===== config.mk =====
export PLATFORM = sky130hd
export DESIGN_NAME = kvt_cell
export DESIGN_NICKNAME = d
export VERILOG_FILES = /design/src/rtl/kvt_pkg.sv /design/src/rtl/kvt_cell.sv
export SDC_FILE = /design/constraint.sdc
export NUM_CORES = 1
export LEC_CHECK = 0
export BUFFER_PORTS_ARGS = -buffer_cell sky130_fd_sc_hd__buf_2
export CELL_PAD_IN_SITES_DETAIL_PLACEMENT = 1
export CELL_PAD_IN_SITES_GLOBAL_PLACEMENT = 2
export CORE_MARGIN = 1.5
export CORE_UTILIZATION = 31
export DETAILED_ROUTE_END_ITERATION = 6
export GPL_TIMING_DRIVEN = 1
export PLACE_DENSITY = 0.77
export SYNTH_ARGS = -nofsm -noshare
export SYNTH_HDL_FRONTEND = slang
export SYNTH_SLANG_ARGS = --single-unit
export TNS_END_PERCENT = 10

===== constraint.sdc =====
create_clock -name clk -period 4.02 [get_ports clk]
set_input_delay 0.603 -clock clk [delete_from_list [all_inputs] [get_ports clk]]
set_output_delay 0.603 -clock clk [all_outputs]
set_load 0.01 [all_outputs]

===== src/rtl/kvt_pkg.sv =====
package kvt_pkg;

	localparam int TABLE_DEPTH = 16;
	localparam int IDX_W       = (TABLE_DEPTH > 1) ? $clog2(TABLE_DEPTH) : 1;
	localparam int OP_W        = 3;
	localparam int DATA_W      = 32;

	localparam logic [OP_W-1:0] OP_LOOKUP = 3'd0;
	localparam logic [OP_W-1:0] OP_SET    = 3'd1;
	localparam logic [OP_W-1:0] OP_DELETE = 3'd2;
	localparam logic [OP_W-1:0] OP_MAXVAL = 3'd3;
	localparam logic [OP_W-1:0] OP_MAXKEY = 3'd4;

	typedef logic signed [DATA_W-1:0] data_t;
	typedef logic [IDX_W-1:0]         idx_t;
	typedef logic [OP_W-1:0]          op_t;

	// request token walking down the cell chain, with its running results
	typedef struct packed {
		logic  vld;
		op_t   op;
		data_t key;
		data_t new_value;
		data_t fallback;
		logic  hit;
		data_t best;
		logic  free_seen;
		idx_t  free_idx;
	} tok_t;

	// write of a new entry into a free slot at the end of a set walk
	typedef struct packed {
		logic  en;
		idx_t  idx;
		data_t key;
		data_t value;
	} commit_t;

	typedef struct packed {
		data_t result;
		logic  hit;
		logic  status;
	} rsp_t;

endpackage


===== src/rtl/kvt_cell.sv =====
module kvt_cell (
	input  logic             clk,
	input  logic             arst_n,
	input  kvt_pkg::idx_t    slot_idx,
	input  kvt_pkg::tok_t    tok_in,
	input  kvt_pkg::commit_t commit,
	output kvt_pkg::tok_t    tok_out
);

	logic            valid_q;
	kvt_pkg::data_t  key_q;
	kvt_pkg::data_t  value_q;
	kvt_pkg::tok_t   tok_d;
	kvt_pkg::tok_t   tok_q;
	logic            match;
	logic            wr_commit;
	logic            wr_value;
	logic            clr_valid;

	assign match     = tok_in.vld && valid_q && (key_q == tok_in.key);
	assign wr_commit = commit.en && (commit.idx == slot_idx);

	always_comb begin
		tok_d     = tok_in;
		wr_value  = 1'b0;
		clr_valid = 1'b0;
		unique case (tok_in.op)
			kvt_pkg::OP_LOOKUP: begin
				if (match) begin
					tok_d.hit  = 1'b1;
					tok_d.best = value_q;
				end
			end
			kvt_pkg::OP_SET: begin
				if (match) begin
					tok_d.hit = 1'b1;
					wr_value  = 1'b1;
				end
				if (!valid_q && !tok_in.free_seen) begin
					tok_d.free_seen = 1'b1;
					tok_d.free_idx  = slot_idx;
				end
			end
			kvt_pkg::OP_DELETE: begin
				if (match) begin
					tok_d.hit = 1'b1;
					clr_valid = 1'b1;
				end
			end
			kvt_pkg::OP_MAXVAL: begin
				if (valid_q && (!tok_in.hit || value_q > tok_in.best)) begin
					tok_d.best = value_q;
				end
				if (valid_q) begin
					tok_d.hit = 1'b1;
				end
			end
			kvt_pkg::OP_MAXKEY: begin
				if (valid_q && (!tok_in.hit || key_q > tok_in.best)) begin
					tok_d.best = key_q;
				end
				if (valid_q) begin
					tok_d.hit = 1'b1;
				end
			end
			default: begin
				tok_d = tok_in;
			end
		endcase
	end

	always_ff @(posedge clk or negedge arst_n) begin
		if (!arst_n) begin
			valid_q <= 1'b0;
		end else if (wr_commit) begin
			valid_q <= 1'b1;
		end else if (clr_valid) begin
			valid_q <= 1'b0;
		end
	end

	always_ff @(posedge clk) begin
		if (wr_commit) begin
			key_q   <= commit.key;
			value_q <= commit.value;
		end else if (wr_value) begin
			value_q <= tok_in.new_value;
		end
	end

	always_ff @(posedge clk or negedge arst_n) begin
		if (!arst_n) begin
			tok_q <= '0;
		end else begin
			tok_q <= tok_d;
		end
	end

	assign tok_out = tok_q;

endmodule


==> results of run 1 <==
## power groups by stage
stage	Clock (W)	Sequential (W)	Combinational, W
floorplan	0	0.00237	0.000206
global placement	0	0.00233	0.000595
detailed placement	0	0.00233	0.000607
CTS	0.00214	0.00230	0.000611
global route	0.00221	0.00230	0.000663
finish	0.00206	0.00229	0.000600
## cell usage in the layout (no fill, tap or decap), drive strengths merged, types with 3 or more instances in the layout
master and instances:
a21o 3, a21oi 25, a222oi 32, buf 363, clkbuf 39, clkinv 4, dfrtp 139, diode 5
edfxtp 64, ha 64, inv 35, mux2 36, nand2 18, nand3 11, nand4 15, nor2 4
nor2b 3, nor3 3, nor4 14, o21ai 39, o21bai 3, xnor2 5, xor2 31
## per-layer routing
layer	vias to the layer above	routed length, um	GRT usage (%)
met1	3235	11400	24.2
met2	279	13900	34.9
met3	43	2250	5.24
li1	3011	-	-
met4	6	651	5.52
met5	-	32	0
## final timing paths
| check | end | slack (ns) | depth (start not counted) |
|---|---|---|---|
| setup / recovery | tok_out[31] | 0.61 | 10 |
| hold / removal | tok_out[46] | 0.19 | 1 |
| setup reg to reg | tok_out[31] | 0.61 | 10 |
| hold reg to reg | tok_out[18] | 0.55 | 2 |
| max in group asynchronous | tok_out[114] | 3.02 | 2 |
| min in group clk | tok_out[46] | 0.20 | 1 |
## registers in the layout, summed over array words and instances (netlist names)
signal,cells
key_q,32
tok_out,138
valid_q,1
value_q,32
## through the flow
stage / power [W] / cell area (um^2) / hold slack [ns]
floorplan: 0.00258 / 8440 / 0.307
global placement: 0.00292 / 10700 / 0.510
detailed placement: 0.00294 / 10700 / 0.525
CTS: 0.00504 / 11500 / 0.169
global route: 0.00517 / 11500 / 0.173
finish: 0.00495 / 11500 / 0.187
## logic make-up (layout without fill, tap and decap cells)
kind of cell / after synthesis / after routing
AO/OA/AOI/OAI: 121 / 121
XOR/XNOR: 36 / 36
multiplexers: 36 / 36
other: 0 / 5
adder cells (fa/ha/maj): 64 / 64
buffers and inverters: 50 / 442
flip-flops: 203 / 203
AND/OR/NAND/NOR: 81 / 81
## cell type report
cell class,instances,area (um^2)
Antenna cell,5,12.5
Clock inverter,5,47.5
Inverter,35,131
Timing Repair Buffer,363,1890
Tap cell,341,427
Fill cell,2913,15300
Multi-Input combinational cell,338,2860
Clock buffer,39,698
Sequential cell,203,5400
==> flow_metrics.py, run 1 <==
metrics = {
    "logic_synthesis": {
        "netlist_top_cells_count": "dfrtp_1, edfxtp_1, ha_1",
        "yosysSeqAreaShare_pct": 64.0,
        "synth-xor-area-share_pct": 3.74,
        "synth_nets": 868,
        "synth-edff-count": 64,
        "yosysTopAreaCell": "dfrtp_1",
        "synth_mux_area_share_pct": 4.81,
        "yosysWarnings": 0,
        "syn_area_per_cell_um2": 14.3,
        "ys_seq_elements": 203,
        "yosys.area_share.simple_pct": 5.44,
        "async_flop_share_pct": 68.5,
        "synth_top_flop_cell": "dfrtp_1",
        "synth_top_area_share_pct": 41.2,
        "synthDistinctLibCells": 49,
        "synthAdderAreaFrac_pct": 9.49,
        "syn-instance-count": 591,
        "yosys-top-cells-area": "dfrtp_1, edfxtp_1, ha_1",
        "synth_most_common_cell": "dfrtp_1",
        "synth_compound_area_share_pct": 10.0,
        "synth_area_mm2": 0.00844,
        "synth_top_family_by_area": "compound AO/OA/AOI/OAI gates",
    },
    "clock_tree": {
        "cts_setup_buffers": 0,
        "clk_pin_slew_ns": 0.06,
        "cts_tree": "built",
        "clock_latency_ns": 0.51,
        "clock-sinks": 203,
        "clock_tree.root_cell": "clkbuf_16",
        "cts_max_level": 1,
        "numCtsBuffers": 24,
        "clockBufferDepth": 3,
        "cts_resized": 0,
        "cts_hold_buf": 0,
    },
    "final_layout": {
        "syn2layout_area_growth_pct": 36.0,
        "fin_cells": 1329,
        "drive_above_1_share_pct": 44.6,
        "layout.nets": 1242,
        "post-route-util_pct": 42.8,
    },
    "routing": {
        "avgRoutedWirePerCell_um": 21.3,
        "drc": 0,
        "vias": 6574,
        "drtPass1Iterations": 6,
        "routed_wl_um": 28300,
        "antenna_left": 0,
        "drtIter0Drc": 380,
        "via_per_inst": 4.95,
    },
    "run": {
        "cap_violations": 0,
    },
    "critical_path": {
        "end_kind": "register",
        "crit_family": "simple AND/OR/NAND/NOR gates",
        "cp_cell_sequence": "ha_1 -> nand4_1 -> nor4_1 -> nand2_1 -> a21oi_1 -> nor4_1 -> nor2_2 -> buf_4 -> a222oi_1 -> o21ai_1",
        "worst_path_most_repeated_cell": "nor4_1",
        "startpoint": "key_q[31]",
        "required_ns": 4.45,
        "cp_max_fo": 21,
        "slowest_stage": "nor2_2",
        "critPathBufInv": 1,
        "cpPeakStageDelay_ns": 0.83,
        "cp.arrival_ns": 3.84,
        "worstSetupPathType": "register to register",
        "critPathLaunchType": "register",
        "r2r_start": "key_q[31]",
    },
    "global_routing": {
        "grt_start_max_net_pins": 92,
        "grt_antenna_before_repair": 8,
        "overflow": 0,
        "grt_first_pass_wirelength_um": 42400,
        "grt_pass1_vias": 7230,
        "grt_use_total_pct": 19.9,
    },
    "floorplan": {
        "initial_core_util_pct": 31.5,
        "core_area_mm2": 0.0268,
        "row_count": 60,
        "die_y_um": 168,
        "ios": 351,
        "die_x_um": 168,
        "die-area_mm2": 0.0282,
    },
    "sta": {
        "slew_violations": 0,
        "worst_slack_ns": 0.613,
        "post-route-period-util_pct": 84.7,
        "max_freq_mhz": 294,
        "slew_headroom_pct": 27.7,
        "rsz0062_at_grt": "false",
        "setup_viol": 0,
        "fin_worst_skew_ns": 0.00760,
        "fin_crit_ns": 3.41,
        "worst_pin_slew_ns": 1.08,
        "fin_tns_setup_ns": 0,
        "hold_viol_final": 0,
    },
    "pwr": {
        "power.density_cell_area_mw_per_mm2": 432,
        "leakage_nw": 5.34,
        "power_frac_seq_pct": 46.3,
        "combPwrFrac_pct": 12.1,
        "p_sw_share_pct": 24.2,
        "clkPwrFrac_pct": 41.5,
        "p_int_w": 0.00375,
        "p_switching_w": 0.00120,
        "peakVddDrop_mv": 0.331,
    },
    "placed_design": {
        "port_buffers": 350,
        "dp_slack_ns": 0.375,
        "placed_cells": 1280,
        "routabilityCongestion": 0.804,
        "hpwl_um": 21900,
    },
    "worst_hold_path": {
        "worstHoldPathType": "input port to async pin",
    },
    "status": {
        "status": "finished clean",
    },
}
Power figures use the tool's default switching activity.
==> run 2: changes to the inputs <==
--- a/config.mk
+++ b/config.mk
@@ -5,14 +5,15 @@
 export SDC_FILE = /design/constraint.sdc
 export NUM_CORES = 1
 export LEC_CHECK = 0
+export ABC_AREA = 1
 export BUFFER_PORTS_ARGS = -buffer_cell sky130_fd_sc_hd__buf_2
 export CELL_PAD_IN_SITES_DETAIL_PLACEMENT = 1
 export CELL_PAD_IN_SITES_GLOBAL_PLACEMENT = 2
 export CORE_MARGIN = 1.5
-export CORE_UTILIZATION = 31
+export CORE_UTILIZATION = 26
 export DETAILED_ROUTE_END_ITERATION = 6
 export GPL_TIMING_DRIVEN = 1
-export PLACE_DENSITY = 0.77
+export PLACE_DENSITY = 0.73
 export SYNTH_ARGS = -nofsm -noshare
 export SYNTH_HDL_FRONTEND = slang
 export SYNTH_SLANG_ARGS = --single-unit
==> constraint.sdc (replaced) <==
create_clock -name clk -period 2.85 [get_ports clk]
set_input_delay 0.4275 -clock clk [delete_from_list [all_inputs] [get_ports clk]]
set_output_delay 0.4275 -clock clk [all_outputs]
set_load 0.01 [all_outputs]
==> run 2 against run 1 <==
  * Clock skew up 0.015 ns
  * Critical path depth is 5 higher
  * Clock-buffer cell count did not move
  * Die area rose by 43%
  * Cell area increased by 27%
  * Power rose by 63%
  * Synthesized cell count is 92% higher
  * Sequential share of layout area fell by 9.9 points
  * Cell count increased by 60%
==> flow_metrics.py, run 2 <==
metrics = {
    "routing": {
        "drtIter0Drc": 345,
        "avgRoutedWirePerCell_um": 19.0,
        "antenna_left": 0,
        "drtPass1Iterations": 4,
        "drc": 0,
        "vias": 9645,
        "via_per_inst": 4.53,
        "routed_wl_um": 40400,
    },
    "sta": {
        "hold_ws_ns": 0.0204,
        "rsz0062_at_grt": "true",
        "worst_pin_slew_ns": 0.915,
        "fin_tns_setup_ns": 0,
        "slew_headroom_pct": 39.0,
        "fin_crit_ns": 2.68,
        "post-route-period-util_pct": 94.2,
        "max_freq_mhz": 372,
        "fin_worst_skew_ns": 0.0227,
        "hold_viol_final": 0,
        "setup_viol": 0,
        "slew_violations": 0,
    },
    "global_routing": {
        "overflow": 0,
        "grt_start_max_net_pins": 71,
        "use_met1_pct": 25.9,
        "grt_use_total_pct": 19.9,
        "met2_usage_pct": 34.2,
        "grt_first_pass_wirelength_um": 61900,
        "use_met3_pct": 3.44,
        "grt_pass1_vias": 10500,
        "grt-busiest-layer": "met2",
        "grt_antenna_before_repair": 4,
    },
    "logic_synthesis": {
        "yosys.area_share.simple_pct": 27.0,
        "syn_area_per_cell_um2": 8.97,
        "synth_most_common_cell": "nand2_1",
        "ys_seq_elements": 203,
        "synth_compound_area_share_pct": 3.41,
        "netlist_top_cells_count": "nand2_1, nand3_1, dfrtp_1",
        "async_flop_share_pct": 68.5,
        "synth_top_family_by_area": "simple AND/OR/NAND/NOR gates",
        "synthDistinctLibCells": 37,
        "yosysWarnings": 0,
        "synth_top_flop_cell": "dfrtp_1",
        "yosys-top-cells-area": "dfrtp_1, edfxtp_1, nand2_1",
        "synth_mux_area_share_pct": 0.221,
        "synth_area_mm2": 0.0102,
        "synth-xor-area-share_pct": 1.38,
        "yosysSeqAreaShare_pct": 53.1,
        "yosysTopAreaCell": "dfrtp_1",
        "synth_top_area_share_pct": 34.2,
        "synth_nets": 1411,
        "synthAdderAreaFrac_pct": 7.87,
        "syn-instance-count": 1134,
        "synth-edff-count": 64,
    },
    "status": {
        "status": "finished clean",
    },
    "floorplan": {
        "row_count": 72,
        "initial_core_util_pct": 26.3,
        "ios": 351,
        "die_y_um": 201,
        "core_area_mm2": 0.0386,
        "die-area_mm2": 0.0403,
        "die_x_um": 201,
    },
    "clock_tree": {
        "clk_pin_slew_ns": 0.06,
        "clockBufferDepth": 3,
        "clock_tree.root_cell": "clkbuf_16",
        "clock-sinks": 203,
        "clock_latency_ns": 0.56,
        "cts_tree": "built",
        "numCtsBuffers": 26,
        "cts_max_level": 1,
    },
    "worst_hold_path": {
        "worstHoldPathType": "input port to register",
    },
    "critical_path": {
        "worstSetupPathType": "register to register",
        "required_ns": 3.26,
        "cp_max_fo": 7,
        "reg2reg_slack_ns": 0.17,
        "cp.arrival_ns": 3.09,
        "end_kind": "register",
        "critPathLaunchType": "register",
    },
    "pwr": {
        "power.density_cell_area_mw_per_mm2": 556,
        "leakage_nw": 7.25,
        "peakVddDrop_mv": 0.420,
    },
    "final_layout": {
        "mostFrequentLayoutCell": "buf_2",
        "post-route-util_pct": 37.6,
        "largest_register_ffs": 138,
        "fin_cells": 2128,
        "mostFrequentLayoutCells": "buf_2, nand2_1, nand3_1",
        "drive_above_1_share_pct": 28.6,
        "syn2layout_area_growth_pct": 42.7,
        "layout.nets": 1864,
    },
    "placed_design": {
        "routabilityCongestion": 0.788,
        "port_buffers": 350,
        "hpwl_um": 29900,
        "placed_cells": 1994,
    },
    "run": {
        "cap_violations": 0,
    },
}
==> run 2: per-stage QoR <==
stage	setup WS (ns)	power, W	area (um^2)
finish	0.165	0.00807	14500
global route	-0.0187	0.00847	14500
CTS	0.0126	0.00816	14400
detailed placement	-0.0910	0.00472	12700
global placement	-0.0603	0.00469	12700
floorplan	0.158	0.00401	10200
==> run 2: routing by layer <==
metal  wire length [um]  share of wire, %  vias up
met4                797               2.0        2
met3               2420               6.0       36
li1                   -                 -     4680
met2              19700                49      276
met1              17500                43     4651
met5                 12             0.030        -
==> run 2: worst paths after layout <==
check	from	to	cells after the start
setup / recovery	value_q[23]	tok_out[26]	15
hold / removal	tok_in[122]	tok_out[122]	1
setup reg to reg	value_q[23]	tok_out[26]	15
hold reg to reg	value_q[3]	tok_out[8]	4
max in group asynchronous	arst_n	tok_out[133]	3
min in group asynchronous	arst_n	tok_out[53]	2
==> run 2: worst max-delay path, stage by stage, from the launching register on <==
cell	delay, ns
edfxtp_1	0.50
ha_4	0.31
nand2_1	0.08
nor2_2	0.11
nand4_1	0.19
nor3b_2	0.33
nand2_1	0.15
nand2_1	0.08
nand2_1	0.05
nand3_1	0.08
nand2_2	0.11
nand2_4	0.16
buf_6	0.17
nand2_1	0.05
nand3_1	0.06
nand4_1	0.10
==> run 2: cells by family (layout without fill, tap and decap cells) <==
kind of cell / count (synthesis) / after routing
other cells: 0 / 3
fa+ha+maj: 64 / 64
compound gates: 60 / 60
mux: 2 / 2
flops: 203 / 203
simple gates: 617 / 617
buf+inv: 172 / 645
xor+xnor: 16 / 16
==> run 2: layout make-up <==
type | instances | area (um^2)
repair buffers | 472 | 3000
inverters | 125 | 470
flip-flops and latches | 203 | 5400
well taps | 518 | 648
multi-input cells | 759 | 4120
clock buffers | 39 | 802
clock inverters | 9 | 61.3
diodes | 3 | 7.51
fillers | 4587 | 24100
==> run 2: repair_timing <==
item | 4_1_cts | 5_1_grt
pin swaps | 0 | 6
endpoints found under the setup margin | 1 | 30
hold endpoints to repair | 128 | 0
gates resized for setup | 1 | 12
setup buffers | 0 | 1
gates cloned | 0 | 1
hold buffers | 81 | 0
==> run 2: where the power goes <==
| group | switching [W] | internal [W] | leakage, nW |
|---|---|---|---|
| Combinational | 0.000886 | 0.000617 | 4.61 |
| Sequential | 0.0000830 | 0.00320 | 2.20 |
| Clock | 0.00134 | 0.00195 | 0.433 |
| Total | 0.00231 | 0.00576 | 7.25 |
